==> src/small_c_lexer_top_defines.svh <==
// ----------------------------------------------------------------------------
// Assertion macros for the small C lexer
// Shared wrappers that give every concurrent check the same clock and reset.
// ----------------------------------------------------------------------------
`ifndef SMALL_C_LEXER_TOP_DEFINES_SVH
`define SMALL_C_LEXER_TOP_DEFINES_SVH

// Checks a property at every rising clock edge outside of reset.
`define SLC_ASSERT(lbl, prop, msg) \
  lbl: assert property (@(posedge clk_i) disable iff (!rst_ni) prop) else $error(msg);

// Checks that a condition never holds outside of reset.
`define SLC_NEVER(lbl, cond, msg) \
  `SLC_ASSERT(lbl, !(cond), msg)

`endif

==> src/slc_pkg.sv <==
// ----------------------------------------------------------------------------
// Small C lexer package
// Types, token codes, keyword and operator tables, and character classes.
// ----------------------------------------------------------------------------
`default_nettype none

package slc_pkg;

  localparam int TEXT_CHARS_DEF = 8;
  localparam int LINE_BITS_DEF  = 16;

  localparam int CH_W   = 8;
  localparam int KIND_W = 5;
  localparam int LINE_W = 16;
  localparam int LEN_W  = 8;
  localparam int TEXT_W = 64;

  localparam int QUEUE_DEPTH = 4;
  localparam int QPTR_W      = $clog2(QUEUE_DEPTH);
  localparam int QCNT_W      = $clog2(QUEUE_DEPTH + 1);

  localparam logic [CH_W-1:0] CH_NL    = 8'h0A;
  localparam logic [CH_W-1:0] CH_SPACE = 8'h20;
  localparam logic [CH_W-1:0] CH_SLASH = 8'h2F;
  localparam logic [CH_W-1:0] CH_STAR  = 8'h2A;

  localparam logic [KIND_W-1:0] KIND_ID      = 5'd0;
  localparam logic [KIND_W-1:0] KIND_NUM     = 5'd1;
  localparam logic [KIND_W-1:0] KIND_KW0     = 5'd2;
  localparam logic [KIND_W-1:0] KIND_OP0     = 5'd8;
  localparam logic [KIND_W-1:0] KIND_DIV     = 5'd15;
  localparam logic [KIND_W-1:0] KIND_SEP0    = 5'd19;
  localparam logic [KIND_W-1:0] KIND_OCOMM   = 5'd25;
  localparam logic [KIND_W-1:0] KIND_CCOMM   = 5'd26;
  localparam logic [KIND_W-1:0] KIND_INVALID = 5'd27;

  localparam int NUM_KW = 6;
  localparam int NUM_OP = 11;

  // Keywords int, return, while, else, if, void; first character in the low byte.
  localparam logic [TEXT_W-1:0] KW_TEXT [NUM_KW] = '{
    64'h0000_0000_0074_6E69, 64'h0000_6E72_7574_6572, 64'h0000_0065_6C69_6877,
    64'h0000_0000_6573_6C65, 64'h0000_0000_0000_6669, 64'h0000_0000_6469_6F76
  };
  localparam logic [LEN_W-1:0] KW_LEN [NUM_KW] = '{8'd3, 8'd6, 8'd5, 8'd4, 8'd2, 8'd4};

  // Operators < > <= >= * + - / = |= ==.
  localparam logic [TEXT_W-1:0] OP_TEXT [NUM_OP] = '{
    64'h3C, 64'h3E, 64'h3D3C, 64'h3D3E, 64'h2A, 64'h2B,
    64'h2D, 64'h2F, 64'h3D, 64'h3D7C, 64'h3D3D
  };
  localparam logic [LEN_W-1:0] OP_LEN [NUM_OP] = '{
    8'd1, 8'd1, 8'd2, 8'd2, 8'd1, 8'd1, 8'd1, 8'd1, 8'd1, 8'd2, 8'd2
  };

  typedef enum logic [1:0] {
    RUN_NONE,
    RUN_WORD,
    RUN_OPER,
    RUN_SEP
  } slc_run_e;

  typedef enum logic [1:0] {
    SRC_FIXED,
    SRC_WORD,
    SRC_OPER
  } slc_src_e;

  typedef struct packed {
    slc_src_e            src;
    logic [KIND_W-1:0]   kind;
    logic [LINE_W-1:0]   line;
    logic [LEN_W-1:0]    len;
    logic [TEXT_W-1:0]   text;
    logic                letters;
    logic                digits;
    logic                last;
  } slc_tok_t;

  typedef struct packed {
    logic [1:0] count;
    slc_tok_t   first;
    slc_tok_t   second;
  } slc_push_t;

  function automatic logic is_letter(input logic [CH_W-1:0] c);
    return (c >= 8'h61 && c <= 8'h7A) || (c >= 8'h41 && c <= 8'h5A);
  endfunction

  function automatic logic is_digit(input logic [CH_W-1:0] c);
    return c >= 8'h30 && c <= 8'h39;
  endfunction

  function automatic logic is_opch(input logic [CH_W-1:0] c);
    return c == 8'h3C || c == 8'h3E || c == 8'h2A || c == 8'h2B ||
           c == 8'h2D || c == 8'h3D || c == 8'h7C;
  endfunction

  function automatic logic is_sep(input logic [CH_W-1:0] c);
    return c == 8'h7B || c == 8'h7D || c == 8'h28 || c == 8'h29 ||
           c == 8'h3B || c == 8'h2C;
  endfunction

  function automatic logic [KIND_W-1:0] sep_kind(input logic [CH_W-1:0] c);
    logic [KIND_W-1:0] k;
    case (c)
      8'h7B:   k = KIND_SEP0;
      8'h7D:   k = KIND_SEP0 + 5'd1;
      8'h28:   k = KIND_SEP0 + 5'd2;
      8'h29:   k = KIND_SEP0 + 5'd3;
      8'h3B:   k = KIND_SEP0 + 5'd4;
      8'h2C:   k = KIND_SEP0 + 5'd5;
      default: k = KIND_INVALID;
    endcase
    return k;
  endfunction

endpackage

`default_nettype wire

==> src/slc_front.sv <==
// ----------------------------------------------------------------------------
// Small C lexer front end
// Takes one character per transfer, tracks runs, comments and lines, and
// hands zero, one or two raw tokens per character to the token queue.
// ----------------------------------------------------------------------------
`default_nettype none
`include "small_c_lexer_top_defines.svh"

module slc_front
  import slc_pkg::*;
#(
  parameter int TEXT_CHARS = TEXT_CHARS_DEF,
  parameter int LINE_BITS  = LINE_BITS_DEF
) (
  input  wire logic             clk_i,
  input  wire logic             rst_ni,
  input  wire logic             in_valid_i,
  output logic                  in_stall_o,
  input  wire logic [CH_W-1:0]  ch_i,
  input  wire logic             room_i,
  output slc_push_t             push_o
);

  logic                 in_comment_q, in_comment_d;
  logic                 slash_q, slash_d;
  logic                 star_q, star_d;
  slc_run_e             run_q, run_d;
  logic [TEXT_W-1:0]    text_q, text_d;
  logic [LEN_W-1:0]     len_q, len_d;
  logic                 letters_q, letters_d;
  logic                 digits_q, digits_d;
  logic [LINE_BITS-1:0] line_q, line_d;

  logic              accept;
  logic [31:0]       line_wide;
  logic [LINE_W-1:0] line16;
  slc_run_e          cls;
  logic              ch_sep;
  logic [TEXT_W-1:0] app_text;
  slc_tok_t          run_tok, tok_a, tok_b;
  logic              tok_a_v, tok_b_v;

  assign in_stall_o = !room_i;
  assign accept     = in_valid_i && room_i;
  assign line_wide  = 32'(line_q);
  assign line16     = line_wide[LINE_W-1:0];
  assign ch_sep     = is_sep(ch_i);

  function automatic slc_tok_t fixed_tok(input logic [KIND_W-1:0] kind,
                                         input logic [LEN_W-1:0] len,
                                         input logic [TEXT_W-1:0] text,
                                         input logic [LINE_W-1:0] line);
    slc_tok_t t;
    t.src     = SRC_FIXED;
    t.kind    = kind;
    t.line    = line;
    t.len     = len;
    t.text    = text;
    t.letters = 1'b0;
    t.digits  = 1'b0;
    t.last    = 1'b0;
    return t;
  endfunction

  always_comb begin
    if (is_opch(ch_i)) begin
      cls = RUN_OPER;
    end else if (ch_i == CH_SPACE || ch_sep) begin
      cls = RUN_NONE;
    end else begin
      cls = RUN_WORD;
    end
  end

  // Text after appending one character to the pending run.
  always_comb begin
    app_text = text_q;
    for (int i = 0; i < TEXT_CHARS; i++) begin
      if (len_q == LEN_W'(i)) begin
        app_text[8*i +: 8] = ch_i;
      end
    end
  end

  always_comb begin
    run_tok.src     = (run_q == RUN_SEP)  ? SRC_FIXED :
                      (run_q == RUN_OPER) ? SRC_OPER : SRC_WORD;
    run_tok.kind    = sep_kind(text_q[7:0]);
    run_tok.line    = line16;
    run_tok.len     = len_q;
    run_tok.text    = text_q;
    run_tok.letters = letters_q;
    run_tok.digits  = digits_q;
    run_tok.last    = 1'b0;
  end

  always_comb begin
    in_comment_d = in_comment_q;
    slash_d      = slash_q;
    star_d       = star_q;
    run_d        = run_q;
    text_d       = text_q;
    len_d        = len_q;
    letters_d    = letters_q;
    digits_d     = digits_q;
    line_d       = line_q;
    tok_a        = run_tok;
    tok_a_v      = 1'b0;
    tok_b        = fixed_tok(KIND_DIV, 8'd1, TEXT_W'(CH_SLASH), line16);
    tok_b_v      = 1'b0;

    if (accept) begin
      if (ch_i == CH_NL) begin
        if (!in_comment_q) begin
          tok_a_v   = run_q != RUN_NONE;
          tok_b_v   = slash_q;
          slash_d   = 1'b0;
          run_d     = RUN_NONE;
          text_d    = '0;
          len_d     = '0;
          letters_d = 1'b1;
          digits_d  = 1'b1;
        end
        if (line_q != {LINE_BITS{1'b1}}) begin
          line_d = line_q + LINE_BITS'(1);
        end
      end else if (in_comment_q) begin
        if (ch_i == CH_STAR) begin
          star_d = 1'b1;
        end else if (star_q && ch_i == CH_SLASH) begin
          in_comment_d = 1'b0;
          star_d       = 1'b0;
          tok_b        = fixed_tok(KIND_CCOMM, 8'd2, 64'h2F2A, line16);
          tok_b_v      = 1'b1;
        end else begin
          star_d = 1'b0;
        end
      end else if (slash_q) begin
        run_d     = RUN_NONE;
        text_d    = '0;
        len_d     = '0;
        letters_d = 1'b1;
        digits_d  = 1'b1;
        if (ch_i == CH_STAR) begin
          slash_d      = 1'b0;
          in_comment_d = 1'b1;
          star_d       = 1'b0;
          tok_b        = fixed_tok(KIND_OCOMM, 8'd2, 64'h2A2F, line16);
          tok_b_v      = 1'b1;
        end else begin
          tok_a_v = run_q != RUN_NONE;
          tok_b_v = 1'b1;
          slash_d = ch_i == CH_SLASH;
          // A character after the slash other than a space or a slash starts a
          // fresh run; a separator is held so that this character gives at most two tokens.
          if (ch_i != CH_SLASH && (ch_sep || cls != RUN_NONE)) begin
            run_d     = ch_sep ? RUN_SEP : cls;
            text_d    = TEXT_W'(ch_i);
            len_d     = 8'd1;
            letters_d = is_letter(ch_i);
            digits_d  = is_digit(ch_i);
          end
        end
      end else if (ch_i == CH_SLASH) begin
        if (run_q == RUN_SEP) begin
          tok_a_v   = 1'b1;
          run_d     = RUN_NONE;
          text_d    = '0;
          len_d     = '0;
          letters_d = 1'b1;
          digits_d  = 1'b1;
        end
        slash_d = 1'b1;
      end else if (cls != RUN_NONE && cls == run_q) begin
        text_d    = app_text;
        len_d     = (len_q == {LEN_W{1'b1}}) ? len_q : len_q + 8'd1;
        letters_d = letters_q && is_letter(ch_i);
        digits_d  = digits_q && is_digit(ch_i);
      end else begin
        tok_a_v   = run_q != RUN_NONE;
        run_d     = cls;
        text_d    = (cls != RUN_NONE) ? TEXT_W'(ch_i) : '0;
        len_d     = (cls != RUN_NONE) ? 8'd1 : 8'd0;
        letters_d = (cls != RUN_NONE) ? is_letter(ch_i) : 1'b1;
        digits_d  = (cls != RUN_NONE) ? is_digit(ch_i) : 1'b1;
        if (ch_sep) begin
          tok_b   = fixed_tok(sep_kind(ch_i), 8'd1, TEXT_W'(ch_i), line16);
          tok_b_v = 1'b1;
        end
      end
    end
  end

  // Compact the two candidate tokens and mark the final one.
  always_comb begin
    push_o.count       = 2'(tok_a_v) + 2'(tok_b_v);
    push_o.first       = tok_a_v ? tok_a : tok_b;
    push_o.first.last  = !(tok_a_v && tok_b_v);
    push_o.second      = tok_b;
    push_o.second.last = 1'b1;
  end

  always_ff @(posedge clk_i or negedge rst_ni) begin
    if (!rst_ni) begin
      in_comment_q <= 1'b0;
      slash_q      <= 1'b0;
      star_q       <= 1'b0;
      run_q        <= RUN_NONE;
      text_q       <= '0;
      len_q        <= '0;
      letters_q    <= 1'b1;
      digits_q     <= 1'b1;
      line_q       <= LINE_BITS'(1);
    end else begin
      in_comment_q <= in_comment_d;
      slash_q      <= slash_d;
      star_q       <= star_d;
      run_q        <= run_d;
      text_q       <= text_d;
      len_q        <= len_d;
      letters_q    <= letters_d;
      digits_q     <= digits_d;
      line_q       <= line_d;
    end
  end

  `SLC_NEVER(a_comment_slash, in_comment_q && slash_q, "slash held inside a comment")
  `SLC_NEVER(a_sep_slash, (run_q == RUN_SEP) && slash_q, "held separator with held slash")
  `SLC_ASSERT(a_comment_norun, in_comment_q |-> (run_q == RUN_NONE), "run open in comment")

endmodule

`default_nettype wire

==> src/slc_queue.sv <==
// ----------------------------------------------------------------------------
// Small C lexer token queue
// Short queue that takes up to two tokens per cycle while it has room and releases at most one.
// ----------------------------------------------------------------------------
`default_nettype none
`include "small_c_lexer_top_defines.svh"

module slc_queue
  import slc_pkg::*;
(
  input  wire logic       clk_i,
  input  wire logic       rst_ni,
  input  wire slc_push_t  push_i,
  output logic            room_o,
  input  wire logic       pop_i,
  output logic            avail_o,
  output slc_tok_t        head_o
);

  slc_tok_t            mem_q [QUEUE_DEPTH];
  logic [QPTR_W-1:0]   wr_ptr_q, rd_ptr_q;
  logic [QCNT_W-1:0]   count_q;
  logic [QPTR_W-1:0]   wr_next;

  assign wr_next = wr_ptr_q + QPTR_W'(1);
  assign room_o  = count_q <= QCNT_W'(QUEUE_DEPTH - 2);
  assign avail_o = count_q != '0;
  assign head_o  = mem_q[rd_ptr_q];

  always_ff @(posedge clk_i) begin
    if (push_i.count != 2'd0) begin
      mem_q[wr_ptr_q] <= push_i.first;
    end
    if (push_i.count == 2'd2) begin
      mem_q[wr_next] <= push_i.second;
    end
  end

  always_ff @(posedge clk_i or negedge rst_ni) begin
    if (!rst_ni) begin
      wr_ptr_q <= '0;
      rd_ptr_q <= '0;
      count_q  <= '0;
    end else begin
      wr_ptr_q <= wr_ptr_q + QPTR_W'(push_i.count);
      if (pop_i) begin
        rd_ptr_q <= rd_ptr_q + QPTR_W'(1);
      end
      count_q <= count_q + QCNT_W'(push_i.count) - QCNT_W'(pop_i);
    end
  end

  `SLC_ASSERT(a_count_bound, count_q <= QCNT_W'(QUEUE_DEPTH), "queue count out of range")
  `SLC_ASSERT(a_push_room, (push_i.count != 2'd0) |-> room_o, "push without room")

endmodule

`default_nettype wire

==> src/slc_back.sv <==
// ----------------------------------------------------------------------------
// Small C lexer back end
// Classifies word and operator runs and holds the token in the output register.
// ----------------------------------------------------------------------------
`default_nettype none

module slc_back
  import slc_pkg::*;
#(
  parameter int TEXT_CHARS = TEXT_CHARS_DEF
) (
  input  wire logic               clk_i,
  input  wire logic               rst_ni,
  input  wire slc_tok_t           head_i,
  input  wire logic               avail_i,
  output logic                    pop_o,
  output logic                    out_valid_o,
  input  wire logic               out_stall_i,
  output logic [KIND_W-1:0]       token_kind_o,
  output logic [LINE_W-1:0]       line_number_o,
  output logic [LEN_W-1:0]        token_length_o,
  output logic [TEXT_W-1:0]       token_text_o,
  output logic                    truncated_o,
  output logic                    last_o
);

  logic              valid_q;
  logic [KIND_W-1:0] kind;

  assign pop_o       = avail_i && (!valid_q || !out_stall_i);
  assign out_valid_o = valid_q;

  always_comb begin
    case (head_i.src)
      SRC_FIXED: kind = head_i.kind;
      SRC_OPER: begin
        kind = KIND_INVALID;
        for (int i = 0; i < NUM_OP; i++) begin
          if (head_i.len == OP_LEN[i] && head_i.text == OP_TEXT[i]) begin
            kind = KIND_OP0 + KIND_W'(i);
          end
        end
      end
      SRC_WORD: begin
        kind = head_i.digits ? KIND_NUM : head_i.letters ? KIND_ID : KIND_INVALID;
        for (int i = 0; i < NUM_KW; i++) begin
          if (head_i.len == KW_LEN[i] && head_i.text == KW_TEXT[i]) begin
            kind = KIND_KW0 + KIND_W'(i);
          end
        end
      end
      default: kind = KIND_INVALID;
    endcase
  end

  always_ff @(posedge clk_i) begin
    if (pop_o) begin
      token_kind_o   <= kind;
      line_number_o  <= head_i.line;
      token_length_o <= head_i.len;
      token_text_o   <= head_i.text;
      truncated_o    <= head_i.len > LEN_W'(TEXT_CHARS);
      last_o         <= head_i.last;
    end
  end

  always_ff @(posedge clk_i or negedge rst_ni) begin
    if (!rst_ni) begin
      valid_q <= 1'b0;
    end else if (pop_o) begin
      valid_q <= 1'b1;
    end else if (!out_stall_i) begin
      valid_q <= 1'b0;
    end
  end

endmodule

`default_nettype wire

==> src/small_c_lexer_top.sv <==
// ----------------------------------------------------------------------------
// Small C lexer top level
// Character-serial scanner that turns source text into tokens of a C subset.
// ----------------------------------------------------------------------------
// The lexer takes one character per transfer on the input channel and
// returns tokens on the output channel, each with its kind, line number,
// length, first characters and a truncation flag; "last" marks the final
// token that a character causes. A character may cause no token, one or two.
// The front end takes one character every cycle as long as the token queue
// between front and back holds at most two tokens, so the input is stalled
// when that queue fills: a stalled output side or characters that each
// cause two tokens can fill it. The back end classifies and sends one token
// per cycle while the output is not stalled; a completed token passes the
// queue write, then the output register. Reset clears the control state at
// once; the queue storage and output data are not reset, and there is no
// clearing pass.
`default_nettype none

module small_c_lexer_top
  import slc_pkg::*;
#(
  parameter int TEXT_CHARS = TEXT_CHARS_DEF,
  parameter int LINE_BITS  = LINE_BITS_DEF
) (
  input  wire logic               clk_i,
  input  wire logic               rst_ni,
  input  wire logic               in_valid_i,
  output logic                    in_stall_o,
  input  wire logic [CH_W-1:0]    ch_i,
  output logic                    out_valid_o,
  input  wire logic               out_stall_i,
  output logic [KIND_W-1:0]       token_kind_o,
  output logic [LINE_W-1:0]       line_number_o,
  output logic [LEN_W-1:0]        token_length_o,
  output logic [TEXT_W-1:0]       token_text_o,
  output logic                    truncated_o,
  output logic                    last_o
);

  slc_push_t push;
  slc_tok_t  head;
  logic      room;
  logic      avail;
  logic      pop;

  // Front end: run tracking, comment and slash handling, line counting.
  slc_front #(
    .TEXT_CHARS (TEXT_CHARS),
    .LINE_BITS  (LINE_BITS)
  ) u_front (
    .clk_i      (clk_i),
    .rst_ni     (rst_ni),
    .in_valid_i (in_valid_i),
    .in_stall_o (in_stall_o),
    .ch_i       (ch_i),
    .room_i     (room),
    .push_o     (push)
  );

  // Queue that holds the tokens and absorbs the second token of a character.
  slc_queue u_queue (
    .clk_i   (clk_i),
    .rst_ni  (rst_ni),
    .push_i  (push),
    .room_o  (room),
    .pop_i   (pop),
    .avail_o (avail),
    .head_o  (head)
  );

  // Back end: keyword and operator matching and the output register.
  slc_back #(
    .TEXT_CHARS (TEXT_CHARS)
  ) u_back (
    .clk_i          (clk_i),
    .rst_ni         (rst_ni),
    .head_i         (head),
    .avail_i        (avail),
    .pop_o          (pop),
    .out_valid_o    (out_valid_o),
    .out_stall_i    (out_stall_i),
    .token_kind_o   (token_kind_o),
    .line_number_o  (line_number_o),
    .token_length_o (token_length_o),
    .token_text_o   (token_text_o),
    .truncated_o    (truncated_o),
    .last_o         (last_o)
  );

endmodule

`default_nettype wire
==> config.mk <==
export PLATFORM = sky130hd
export DESIGN_NAME = small_c_lexer_top
export DESIGN_NICKNAME = d
export VERILOG_FILES = /design/src/slc_pkg.sv /design/src/slc_front.sv /design/src/slc_queue.sv /design/src/slc_back.sv /design/src/small_c_lexer_top.sv
export VERILOG_INCLUDE_DIRS = /design/src /design/src/src
export SDC_FILE = /design/constraint.sdc
export NUM_CORES = 1
export LEC_CHECK = 0
export BUFFER_PORTS_ARGS = -buffer_cell sky130_fd_sc_hd__buf_2
export CAP_MARGIN = 20
export CORE_UTILIZATION = 50
export CTS_CLUSTER_DIAMETER = 120
export DETAILED_ROUTE_END_ITERATION = 10
export PLACE_DENSITY_LB_ADDON = 0.25
export SYNTH_ARGS = -nofsm -noshare
export SYNTH_HDL_FRONTEND = slang
export SYNTH_HIERARCHICAL = 1
export SYNTH_SLANG_ARGS = --single-unit
==> constraint.sdc <==
create_clock -name clk_i -period 24.8 [get_ports clk_i]
set_input_delay 3.72 -clock clk_i [delete_from_list [all_inputs] [get_ports clk_i]]
set_output_delay 3.72 -clock clk_i [all_outputs]
set_load 0.02 [all_outputs]
; After elaboration in Yosys (flattened, before gate mapping)
; Memories as Yosys holds them, arrays and structs flattened.
; Index checks and enable logic that the tools add are counted.
[op_classes]
reduce_logical = 70
order_cmp = 8
n_addsub = 8
mux = 133
bitwise_logic = 2
eq_ne = 73
[op_table]
columns = cell, count
row1 = 98-bit two-way mux, 8
row2 = 64-bit two-way mux, 8
row3 = 64-bit by 6-bit == test with 1-bit output (second input constant), 7
row4 = 96-bit two-way mux, 3
row5 = 64-bit by 14-bit == test with 1-bit output (second input constant), 4
row6 = 8-bit two-way mux, 19
row7 = 64-bit by 31-bit == test with 1-bit output (second input constant), 2
row8 = 8-bit by 6-bit == test with 1-bit output (second input constant), 16
row9 = 5-bit two-way mux, 19
row10 = 64-bit by 15-bit == test with 1-bit output (second input constant), 1
row11 = 64-bit by 23-bit == test with 1-bit output (second input constant), 1
row12 = 64-bit by 39-bit == test with 1-bit output (second input constant), 1
row13 = 64-bit by 47-bit == test with 1-bit output (second input constant), 1
row14 = 1-bit two-way mux, 60
row15 = 8-bit by 3-bit == test with 1-bit output (second input constant), 7
row16 = 4-bit one-hot mux with 6 select lines, 2
row17 = 4-bit AND reduction, 11
row18 = 8-bit by 7-bit == test with 1-bit output (second input constant), 5
row19 = 5-bit by 1-bit inequality test with 1-bit output (second input constant), 8
row20 = 8-bit by 2-bit == test with 1-bit output (second input constant), 4
row21 = 1-bit logical AND, 28
row22 = 2-bit two-way mux, 13
row23 = 16-bit by 1-bit adder with 16-bit output (second input constant), 1
row24 = 8-bit by 1-bit == test with 1-bit output (second input constant), 2
row25 = other kinds (33), 63
[totals]
wordCells = 321
reg_bits = 198
ram_bits = 392
out_inout_bits = 97
memories = 1
[memory_table]
columns = memory, depth, word_bits, read_ports, rd_ports_with_merged_regs, write_ports, line
row1 = u_queue.mem_q, 4, 98, 1, 0, 2, slc_queue.sv:20  ; slc_tok_t mem_q [QUEUE_DEPTH];

; Depth between registers and ports, before layout
; Gate-level depths: netlist (run 1).
[depth]
ltp_word = 21
depth_mapped = 15
mapped_depth_nobuf = 12

; By module
; Netlist (run 1), hierarchy kept.
[by_module_without_submodules]
columns = mod, area_per_inst_um2, cells_per_inst, n_inst, seq_area_each_um2
row1 = slc_queue, 19164.6, 987, 1, 11946.5
row2 = slc_front, 6292.3, 688, 1, 2381.0
row3 = slc_back, 3801.1, 244, 1, 2877.8

; Worst setup path before layout (run 1)
; No wires, ideal clock.
[synth_path]
kind = input -> register
start = input port ch_i[6]
end = memory u_queue/mem_q[0][0] in the netlist's numbering (enable)
t_required_ps = 24110
arrival_ps = 12867
setup_ps = 690
setup_slack_ps = 11243
path_buffers = 3
cell_stages = 11
cell_sequence = buf_6 -> or4_1 -> a2111o_1 -> o211ai_2 -> o21ai_1 -> a221oi_2 -> buf_2 -> buf_6 -> ha_1 -> o21bai_1 -> o21ai_0
[synth_rtl]
columns = item, line
row1 = from (decl), small_c_lexer_top.sv:29  ; input wire logic [CH_W-1:0] ch_i,
row2 = to (decl), slc_queue.sv:20

==> results of run 1 <==
==> power groups by stage <==
stage               Sequential, mW  Combinational [mW]  Clock, mW
CTS                           1.37               0.788      0.894
global route                  1.38               0.836      0.931
finish                        1.36               0.783      0.878
floorplan                     1.42               0.486          0
global placement              1.38               0.783          0
detailed placement            1.39               0.786          0
==> logic make-up (layout without fill, tap and decap cells) <==
kind of cell / Yosys count / count (layout)
DFF: 590 / 590
AOI/OAI and AO/OA: 152 / 152
adders and majority gates: 12 / 12
xor gates and xnor gates: 24 / 24
buffers and inverters: 243 / 280
other: 2 / 65
muxes: 510 / 510
and+or+nand+nor: 386 / 386
==> flip-flops by register name, indices dropped and copies added (netlist names), 3 cells and up <==
name and flops:
u_back/line_number_o 16, u_front/text_q 64, u_back/token_kind_o 5, u_queue/count_q 3, u_back/token_text_o 64, u_back/token_length_o 8, u_front/len_q 8, u_front/line16 16
u_queue/mem_q 392
==> area by class of cell <==
| cell class | instances | area [um2] |
|---|---|---|
| clock inverters | 23 | 146.4 |
| multi-input cells | 1149 | 10900 |
| inverters | 36 | 135.1 |
| flip-flops and latches | 590 | 17210 |
| clock buffers | 86 | 1768 |
| well taps | 765 | 957.2 |
| repair buffers | 135 | 765.7 |
| fillers | 4624 | 25920 |
==> placed cells by master (no fill, tap or decap), types with 25 or more instances in the layout <==
cell,Yosys,final
sky130_fd_sc_hd__a22o_1,40,40
sky130_fd_sc_hd__and2_1,64,64
sky130_fd_sc_hd__buf_2,61,107
sky130_fd_sc_hd__buf_4,110,27
sky130_fd_sc_hd__clkbuf_16,0,64
sky130_fd_sc_hd__conb_1,2,65
sky130_fd_sc_hd__dfrtp_1,100,98
sky130_fd_sc_hd__edfxtp_1,487,487
sky130_fd_sc_hd__inv_1,36,36
sky130_fd_sc_hd__mux2_1,31,31
sky130_fd_sc_hd__mux2_2,371,371
sky130_fd_sc_hd__mux4_2,98,98
sky130_fd_sc_hd__nand2_1,91,91
sky130_fd_sc_hd__nand3_1,25,25
sky130_fd_sc_hd__nor2_1,59,57
==> worst paths after layout <==
| check | start | to | slack, ps | cells past startpoint |
|---|---|---|---|---|
| min reg2reg | u_front/star_q | u_front/star_q | 490 | 2 |
| max in group asynchronous | rst_ni | u_front/digits_q | 20780 | 3 |
| max reg2reg | u_queue/count_q[0] | u_queue/mem_q[2][94] | 18790 | 12 |
| min in group asynchronous | rst_ni | u_front/line16[5] | 3030 | 1 |
| min | u_front/star_q | u_front/star_q | 490 | 2 |
| max | ch_i[5] | u_queue/mem_q[2][94] | 15510 | 13 |
==> through the flow <==
stage	instances	cell area (um2)	setup WS [ps]
6_report	2784	31880	15510
5_1_grt	2784	31880	15150
4_1_cts	2783	31860	15440
3_5_place_dp	2674	29940	14800
3_3_place_gp	2674	29940	14780
2_1_floorplan	1982	29490	11240
==> critical path, cell delays in order <==
cell	delay [ps]
sky130_fd_sc_hd__buf_2	330
sky130_fd_sc_hd__nor3b_1	430
sky130_fd_sc_hd__or3b_2	510
sky130_fd_sc_hd__o211ai_2	170
sky130_fd_sc_hd__o21ai_1	160
sky130_fd_sc_hd__a221oi_4	230
sky130_fd_sc_hd__buf_4	630
sky130_fd_sc_hd__ha_1	480
sky130_fd_sc_hd__nor4bb_4	290
sky130_fd_sc_hd__buf_4	710
sky130_fd_sc_hd__o21bai_4	410
sky130_fd_sc_hd__buf_4	560
sky130_fd_sc_hd__buf_4	760
==> layer usage <==
| metal | vias up | share of wire | track usage |
|---|---|---|---|
| li1 | 7400 | - | - |
| met1 | 8493 | 0.44 | 0.3343 |
| met2 | 571 | 0.49 | 0.3802 |
| met3 | 90 | 0.059 | 0.03239 |
| met4 | 0 | 0.019 | 0.05588 |
| met5 | - | 0 | 0 |
==> results.txt, run 1 <==
- The clock reaches the later pin of the worst-skew pair after 640 ps.
- Counting every instance in the synthesized netlist gives 1919.
- Largest family of logic cells by synthesized area: multiplexers
- Measured along the y axis, the die boundary spans 243.9 um.
* Nets: 1995
* Worst setup path class: input pin to flop
- Max-cap violations in this run came to 0.
* Standard-cell rows: 88
- Setup repair after global routing missed its margin: no
- In this run the worst path has a maximum fanout of 84.
- In this run the tightest slew margin relative to its limit is 0.3184.
- I/O Buffers: 108
- Via count: 16554
- Design internal power: 2.052 mW
- For the worst setup path, the data arrival time is 9540 ps.
- The repair_antennas step left the layout with diodes totalling 0.
* Seq pwr share: 0.451
* Synth area leader: sky130_fd_sc_hd__edfxtp_1
- Clock share of power: 0.290
* Yosys warning total: 6
- Cell types occupying the most area after synthesis: sky130_fd_sc_hd__edfxtp_1, sky130_fd_sc_hd__mux2_2, sky130_fd_sc_hd__dfrtp_1, sky130_fd_sc_hd__mux4_2, sky130_fd_sc_hd__buf_4
- Dividing the synthesized area by the synthesized cell count gives 15.25 um2.
* Core region area: 0.05781 mm2
* Sw power: 0.9732 mW
* Average wire per cell in the routed design: 24.76 um
* H-tree levels: 2
- For the pin with the worst max-slew slack, the measured transition is 1022 ps.
* Clk sinks: 590
- Wire length after detailed routing: 68.93 mm
- Clk buf depth: 3
* Via count of the first global-routing pass: 16749
* Initial Util: 0.5061
- Max Clock Freq: 107.7 MHz
- Leakage Power: 11.83 nW
- First-pass GRT wire length: 104.9 mm
* Part of the Yosys area used for sequential elements: 0.5881
- The number of antenna violations at the first check in global routing is 2.
- The share of total power dissipated in combinational logic is 0.259.
- Leftover overflow at the end of global routing: 0
- Gpl congestion: 0.8853
- Among all flip-flop cells after synthesis, the most frequent one is sky130_fd_sc_hd__edfxtp_1.
- Entering global routing, the biggest net connects 85 pins.
- The count of pins over their slew limit came to 0.
* Proportion of netlist area held by the largest area contributor: 0.4998
- Final Setup Violations: 0
- Die X: 243.9 um
* Sum Neg Setup Slack: 0 ps
- 109 I/O pins were placed.
- Switching share of power: 0.3217
- Count of instances resized after the clock tree is built: 0
- Netlist Area Pre-Place: 0.02926 mm2
- Status: finished clean
- TritonCTS built the clock tree.
- Post-Synth Simple-Gate Area: 0.07556
* Via density per instance: 5.946
- Multiplexer fraction of the synthesized cell area: 0.2343
- The detailed router finished its first iteration with 1434 violations.
- The number of hold buffers added after CTS was 0.
- Final period demand of the worst path: 9288 ps
* Min-Delay Path Class: flop to flop
* Number of CTS-inserted buffers: 59
- Number of remaining DRC errors: 0
- Of the cells placed in the final design, the portion with a size suffix greater than 1 is 0.3655.
- After legalization and detailed placement, the total HPWL measured 43.29 mm.
- Of the total synthesized cell area, the portion taken by XOR and XNOR cells is 0.007184.
* All-Layer GR Usage: 0.2342
* Adder-cell share of the synthesized area: 0.005388
- In the synthesized netlist the async set-or-reset flop fraction comes to 0.1746.
* Post-synth cell types: 86
- Clock-pin slew on the worst setup and hold paths: 60 ps
* Post-synthesis to final-layout area growth: 8.976%
* Postcts setup bufs: 0
- Crit path required time: 25050 ps
* Hold Vio Cnt, Final: 0
- Total power: 3.026 mW
- The worst setup path is launched from an input pin.
- In the synthesized netlist, the cells that appear most often are sky130_fd_sc_hd__edfxtp_1, sky130_fd_sc_hd__mux2_2, sky130_fd_sc_hd__buf_4, sky130_fd_sc_hd__dfrtp_1, sky130_fd_sc_hd__mux4_2.
* Hold WS: 492.3 ps
- Full die area: 0.05949 mm2
- Max IR drop VDD: 0.00006819 V
- Most numerous cell in the Yosys netlist: sky130_fd_sc_hd__edfxtp_1
* EDFF count, synth: 487
- CTS root buf: sky130_fd_sc_hd__clkbuf_16
- Element type at the critical path end: flop
* First-pass detailed-route iteration total: 6
- Power Density: 94.89 mW/mm2
* Yosys reg bits: 590
- Core Util, Final: 0.5516
* Share of the clock period used by the worst path: 0.3745
- Share of the synthesized area in compound gates (AO/OA/AOI/OAI): 0.03909
* Routed Antenna Nets: 0
- Max Clock Skew: 22.92 ps
Power figures use the tool's default switching activity.
==> run 2: changes to the inputs <==
- clock period: 24.8 -> 9.3 ns (I/O delays scaled with it)
==> run 2 against run 1 <==
Compared with the run above: utilization increased by 0.27 points; clock-buffer cell count decreased by 1; setup slack worse by 11000 ps; first-iteration DRC count rose by 8.2%; die area did not move; power rose to 2.7 times the previous value; via count increased by 0.30%; register-to-register slack worse by 14000 ps; sequential power grew to 2.7 times the previous value; critical path depth decreased by 3; sequential share of layout area is 0.26 points lower; largest power group unchanged; highest routed layer unchanged.
==> results.txt, run 2 (synthesis results as in run 1) <==
- Initial Util: 0.5061
- Tracing the worst setup path back leads to its startpoint at ch_i[2].
- Core region area: 0.05781 mm2
* Depth of the critical timing path with buffers and inverters included: 10
* I/O Buffers: 108
- After filler insertion, the fill cell instance count of the layout stands at 4576.
* Register-to-register path setup slack: 4300 ps
* Share of the clock period used by the worst path: 0.5460
- Total power: 8.309 mW
- Finished Cell Area: 0.03204 mm2
* Final period demand of the worst path: 5077 ps
- The slowest stage of the critical path belongs to the cell sky130_fd_sc_hd__buf_4.
- The register with the most flip-flops in the layout has 392 of them.
* Leakage Power: 11.88 nW
* Status: finished clean
* Tightest Pin Transition: 1033 ps
- In the final layout, the share of cells above drive strength 1 is 0.3680.
- Across every metal layer, demand over resource in global routing totals 0.2377.
* Slew Limit Fails: 0
- Max IR drop VDD: 0.0001850 V
- For this block, the initial DRC count from the detailed router was 1552.
- Area occupied by registers: 0.01721 mm2
- Most flop-heavy register: u_queue/mem_q
- Hold Vio Cnt, Final: 0
* First-pass GRT wire length: 106.3 mm
- For this run, global-route usage on met1 was measured as 0.3376.
- CP max FO: 47
* Gpl congestion: 0.8845
- Number of remaining DRC errors: 0
* Most frequent cells in the layout: sky130_fd_sc_hd__edfxtp_1, sky130_fd_sc_hd__mux2_2, sky130_fd_sc_hd__buf_2
* Crit path required time: 9650 ps
- Clock-pin slew was measured on the worst setup and hold paths at 60 ps.
- Relative to the synthesized area, the layout overhead comes to 9.511%.
- The clock drives 590 sinks.
- For the worst-skew pair, the clock arrives at the later sink with an insertion delay of 640 ps.
- The min-delay analysis places its worst path in the category flop to flop.
- Measured along the x axis, the die boundary spans 243.9 um.
* Via count of the first global-routing pass: 17049
* Sum Neg Setup Slack: 0 ps
- The worst setup path is captured at a flop.
- Top Usage Layer GRT: met2
- The setup path with the least slack is of type input pin to flop.
- Setup repair after global routing missed its margin: no
- In this design, the largest share of critical-path delay is due to simple AND/OR/NAND/NOR gates.
* Wire length after detailed routing: 70.00 mm
* Grt met3 use: 0.03106
- Area taken by multi-input logic gates: 0.01090 mm2
* Number of CTS-inserted buffers: 60
- Pin count of the biggest net entering global routing: 99
* Max-cap violations: 0
* Startpoint type of the worst setup path: input pin
* Y dimension of the die: 243.9 um
- Count of instances resized after the clock tree is built: 0
* Via count: 16604
- The worst register-to-register path has a depth of 9.
- In this run the critical register-to-register path is launched from u_queue/rd_ptr_q[1].
* Max Clock Skew: 36.98 ps
- Standard-cell rows: 88
- Final Setup Violations: 0
- Leaving out fill and tap cells, the most frequent cell in the layout is sky130_fd_sc_hd__edfxtp_1.
- Power Density: 259.3 mW/mm2
- Once placement finished, the instance area stood at 0.02997 mm2.
- Routed Antenna Nets: 0
* Smallest setup slack after layout: 4223 ps
* Clk buf depth: 3
- First-pass detailed-route iteration total: 5
- Nets: 1992
- H-tree levels: 2
* Detailed placement HPWL: 43.01 mm
* Initial antenna violation count: 3
* Max Clock Freq: 196.9 MHz
- Pre-CTS WS: 3588 ps
* Postcts setup bufs: 0
- The tree is rooted in a sky130_fd_sc_hd__clkbuf_16.
* Full die area: 0.05949 mm2
* Worst Path Buf+Inv: 2
- Average wire per cell in the routed design: 25.13 um
* Number of buffers inserted by hold repair at cts: 0
- Top Registers: u_queue/mem_q (392), u_back/token_text_o (64), u_front/text_q (64)
* I/O pins: 109
- Hold path depth: 2
* Leftover overflow at the end of global routing: 0
- The signal on the critical path passes through buf_2 > or4_1 > a2111o_1 > o211ai_2 > o21ai_1 > a221oi_4 > ha_1 > and4bb_4 > buf_4 > mux2_2.
- Slew HR: 0.3113
- Data arrives at the worst endpoint at 5430 ps.
- In the routed layout, each cell is associated on average with a via count of 5.962.
- For met2 alone, demand over resource in global routing was 0.3885.
- TritonCTS built the clock tree.
- Launch instance of the worst min-delay path: u_front/star_q
- Slowest Stage Delay on Critical Path: 690 ps
==> run 2: metrics by stage <==
| step | util | instances | hold WS, ps |
|---|---|---|---|
| 3_3_place_gp | 0.5181 | 2670 | 478.5 |
| 6_report | 0.5543 | 2785 | 493.0 |
| 3_5_place_dp | 0.5184 | 2671 | 483.4 |
| 4_1_cts | 0.5542 | 2784 | 501.0 |
| 2_1_floorplan | - | 1982 | 445.3 |
| 5_1_grt | 0.5542 | 2784 | 534.8 |
==> run 2: final timing paths <==
kind / to
max in group asynchronous: u_front/text_q[63]
worst max register to register: u_back/token_kind_o[4]
worst min register to register: u_front/star_q
worst max-delay path: u_queue/mem_q[3][56]
min in group asynchronous: u_queue/rd_ptr_q[0]
worst min-delay path: u_front/star_q
==> run 2: power breakdown <==
part	total [mW]	internal, mW	switching, mW
registers	3.65	3.33	0.321
logic	2.14	0.805	1.34
clock network	2.52	1.49	1.02
total	8.31	5.63	2.68
==> run 2: tightest hold or removal path: cells and delay by family, from the launching register on <==
family,cells,cell delay [ps]
flip-flops,1,350
AND/OR/NAND/NOR,2,110
==> run 2: area by class of cell <==
class	instances	area share
clock buffers	85	0.05436
well taps	765	0.02987
flip-flops and latches	590	0.5372
clock inverters	28	0.01035
diodes	1	0.00007810
multi-input cells	1149	0.3402
inverters	36	0.004217
repair buffers	131	0.02374
==> run 2: per-layer routing <==
layer  routed length, um  part of all wire
met5                   0                 0
met1               30660              0.44
met4                1446             0.021
met2               34000              0.49
met3                3884             0.055
==> run 3: changes to the inputs <==
- ABC_AREA: unset -> 1
- clock period: 9.3 -> 4.8 ns (I/O delays scaled with it)
==> run 3 against run 2 <==
Compared with the run above: routed wire length increased by 35%; design area up 13%; area after synthesis is 13% higher; critical endpoint is now u_queue/mem_q[1][11]; largest power group unchanged.
==> results.txt, run 3 <==
- The flow ran to the end, and the final reports show no timing, DRC or antenna violations.
* Depth of the critical timing path with buffers and inverters included: 21
- Entering global routing, the biggest net connects 262 pins.
* Leftover overflow at the end of global routing: 0
- Yosys warning total: 6
- The congestion estimate from routability-driven global placement came to 0.9245.
- CP delay by family, top: simple AND/OR/NAND/NOR gates
* Worst skew pair latency: 610 ps
* Core Util, Final: 0.5566
- The count of pins over their slew limit is 0.
* Detailed placement HPWL: 57.25 mm
* Full die area: 0.06701 mm2
* Final Setup Violations: 0
- Measured along the x axis, the die boundary spans 258.9 um.
- Fill cells in the final layout number 5932.
- TritonCTS built the clock tree.
- I/O Buffers: 108
- DRC violation total after the first TritonRoute iteration: 2727
* Power Density: 518.6 mW/mm2
* Synthesized netlist cell count: 4172
* Average wire per cell in the routed design: 18.54 um
- Measured along the y axis, the die boundary spans 258.9 um.
* Standard-cell rows: 93
- Hold Vio Cnt, Final: 0
* Max-cap violations: 0
* Most frequent cells after synthesis: sky130_fd_sc_hd__nand2_1, sky130_fd_sc_hd__nand3_1, sky130_fd_sc_hd__edfxtp_1, sky130_fd_sc_hd__inv_1, sky130_fd_sc_hd__nor2_1
- Of all cell types, the one taking the most synthesized area is sky130_fd_sc_hd__edfxtp_1.
* Diode insertion count for antenna repair: 0
- Length of routed met2 wiring: 44.20 mm
- For this run, the total global-route usage over all layers was measured as 0.2850.
* Routed Antenna Nets: 0
* Post-synthesis to final-layout area growth: 9.353%
* Max Clock Freq: 254.5 MHz
- Largest register FFs: 392
- Layout cells sized above 1: 0.1044
* Most numerous cell on the critical path: sky130_fd_sc_hd__nand2_1
- Each instance of the synthesized netlist takes up on average 7.907 um2.
- The H-tree generated during clock tree synthesis spans 3 levels.
- Sum Neg Setup Slack: 0 ps
* Worst Path Buf+Inv: 5
* Top Registers: u_queue/mem_q (392), u_back/token_text_o (64), u_front/text_q (64)
- Yosys reg bits: 590
- EDFF count, synth: 487
- After layout, the design draws a total of 18.71 mW.
* M1 wire length: 39.77 mm
- Netlist Area Pre-Place: 0.03299 mm2
* Number of remaining DRC errors: 0
- Hold repair after CTS inserted 0 buffers.
* Slew HR: 0.2022
- Initial antenna violation count: 4
- The number of global-route vias before repair came to 25670.
- Via density per instance: 5.347
- CTS root buf: sky130_fd_sc_hd__clkbuf_16
* Worst setup path class: input pin to flop
- The top cell types in the final layout, fill and taps aside, are sky130_fd_sc_hd__nand2_1, sky130_fd_sc_hd__nand3_1, sky130_fd_sc_hd__edfxtp_1.
* Postcts setup bufs: 0
* Via count: 27215
- The floorplan step defined a core boundary enclosing 0.06481 mm2.
* Cell depth of the worst flop-to-flop path: 12
* Slowest Stage Delay on Critical Path: 870 ps
- Proportion of netlist area held by the largest area contributor: 0.4433
- Wire length after detailed routing: 94.37 mm
- Along the worst path, the maximum fanout reaches 63.
* Max IR drop VDD: 0.0002991 V
* Endpoint arrival time on the critical path: 4400 ps
- First-pass GRT wire length: 147.6 mm
* Most frequent standard cell in the layout excluding fill and tap cells: sky130_fd_sc_hd__nand2_1
* Most flop-heavy register: u_queue/mem_q
- STA puts the critical path data required time at 5270 ps.
* Tightest Pin Transition: 1197 ps
* Part of the Yosys area used for sequential elements: 0.5215
- Counting every sink on the clock net gives 590.
- Clock-pin slew on the worst setup and hold paths: 60 ps
- Gates resized during post-CTS repair numbered 0.
- Counting the buffers created by CTS gives 67.
- STA classifies the critical path endpoint as a flop.
- Clk buf depth: 3
- The critical path goes through buf_2 > inv_2 > nand2_1 > nor2_2 > nand2_1 > nand2_1 > nor2_1 > nand3_2 > nand2_2 > nand2_1 > nand2_1 > nand2_2 > nand3_2 > inv_1 > ha_1 > nor2_4 > nand2_4 > buf_4 > buf_4 > nand2_1 > nand2_1.
- After synthesis, the netlist uses 50 different library cells.
- Leakage Power: 17.15 nW
- After synthesis, the cell types taking the most area are sky130_fd_sc_hd__edfxtp_1, sky130_fd_sc_hd__nand2_1, sky130_fd_sc_hd__nand3_1, sky130_fd_sc_hd__dfrtp_1, sky130_fd_sc_hd__inv_1.
- The smallest clock period supported by the final layout is computed as 3929 ps.
- Of the available clock period, the critical path in the final layout requires 0.8185.
- Met3 WL post-DR: 7.962 mm
- The highest layer touched by signal routing is met5.
* First-pass detailed-route iteration total: 6
- Min-Delay Path Class: input pin to asynchronous set/reset pin
- Most numerous cell in the Yosys netlist: sky130_fd_sc_hd__nand2_1
- The initial utilization of the core area, before any placement, comes to 0.5090.
- Share of flip-flops with an asynchronous set or reset: 0.1746
* Critical-path top delay cell: sky130_fd_sc_hd__buf_4
- For the final database, setup skew stands at 20.41 ps.
* Startpoint type of the worst setup path: input pin
* Nets: 4206
- Setup repair after global routing left no endpoint under its margin.
- Top flip-flop cell by instance count after synthesis: sky130_fd_sc_hd__edfxtp_1
- For this design the top-level I/O count stands at 109.
run 3: cell count changes after synthesis, sizes merged, moves of 18 or more:
cell    delta
nand4     +29
mux2     -406
nor4      -21
nand2   +1538
and2      -64
a22o      -40
clkbuf    +74
nand3    +553
or2       +97
a21oi     -18
o21ai     +54
inv      +466
mux4      -98
nor2     +197
run 3: cells by family (layout without fill, tap and decap cells):
kind of cell               count (synthesis)  count (layout)  share of synthesized area
and+or+nand+nor                         2661            2661                     0.3459
buffers and inverters                    797             797                     0.1076
DFF                                      590             590                     0.5215
AOI/OAI and AO/OA                         92              92                    0.01517
xor gates and xnor gates                  18              18                   0.004779
adders and majority gates                 12              12                   0.004779
other                                      2              65                  0.0002277
run 3: worst paths after layout:
kind | end | from | slack, ps
setup / recovery | u_queue/mem_q[1][11] | ch_i[6] | 870
hold / removal | u_front/line16[3] | rst_ni | 70
setup reg to reg | u_queue/mem_q[0][41] | u_queue/count_q[1] | 960
hold reg to reg | u_front/text_q[8] | u_front/text_q[8] | 510
max in group asynchronous | u_front/text_q[28] | rst_ni | 3800
min in group clk_i | u_back/out_valid_o | out_stall_i | 370
run 3: per-layer routing:
metal  global-route usage  up-vias
met5                    0        -
met4              0.09352        4
met3              0.03805      177
met2               0.4646     1240
met1               0.3928    12654
li1                     -    13140
run 3: worst reg2reg max path, delay by kind of cell (launching register included):
family	cells	cell delay, ps
flops	1	400
simple gates	6	1290
buf+inv	4	1140
fa+ha+maj	1	310
compound gates	1	260
run 3: cell type report:
type | count | area, um2 | share of cell area
clock inverter | 34 | 312.8 | 0.008671
multi-input combinational | 2848 | 12540 | 0.3475
tap | 855 | 1070 | 0.02965
sequential | 590 | 17210 | 0.4771
clock buffer | 88 | 1787 | 0.04953
inverter | 502 | 1887 | 0.05230
timing repair buffer | 173 | 1269 | 0.03517
run 3: report_power, final:
| part | switching [mW] | internal, mW | total, mW |
|---|---|---|---|
| Sequential | 0.344 | 6.56 | 6.91 |
| Combinational | 5.14 | 1.68 | 6.82 |
| Clock | 2.08 | 2.90 | 4.98 |
run 3: stage by stage:
step	cell area [um2]	hold slack, ps	setup WS (ps)	instances
floorplan	33250	424.4	134.3	4235
global placement	33980	491.5	372.8	4968
detailed placement	33980	497.1	306.9	4968
CTS	36070	66.05	884.4	5090
global route	36070	105.5	592.4	5090
finish	36070	68.04	871.2	5090
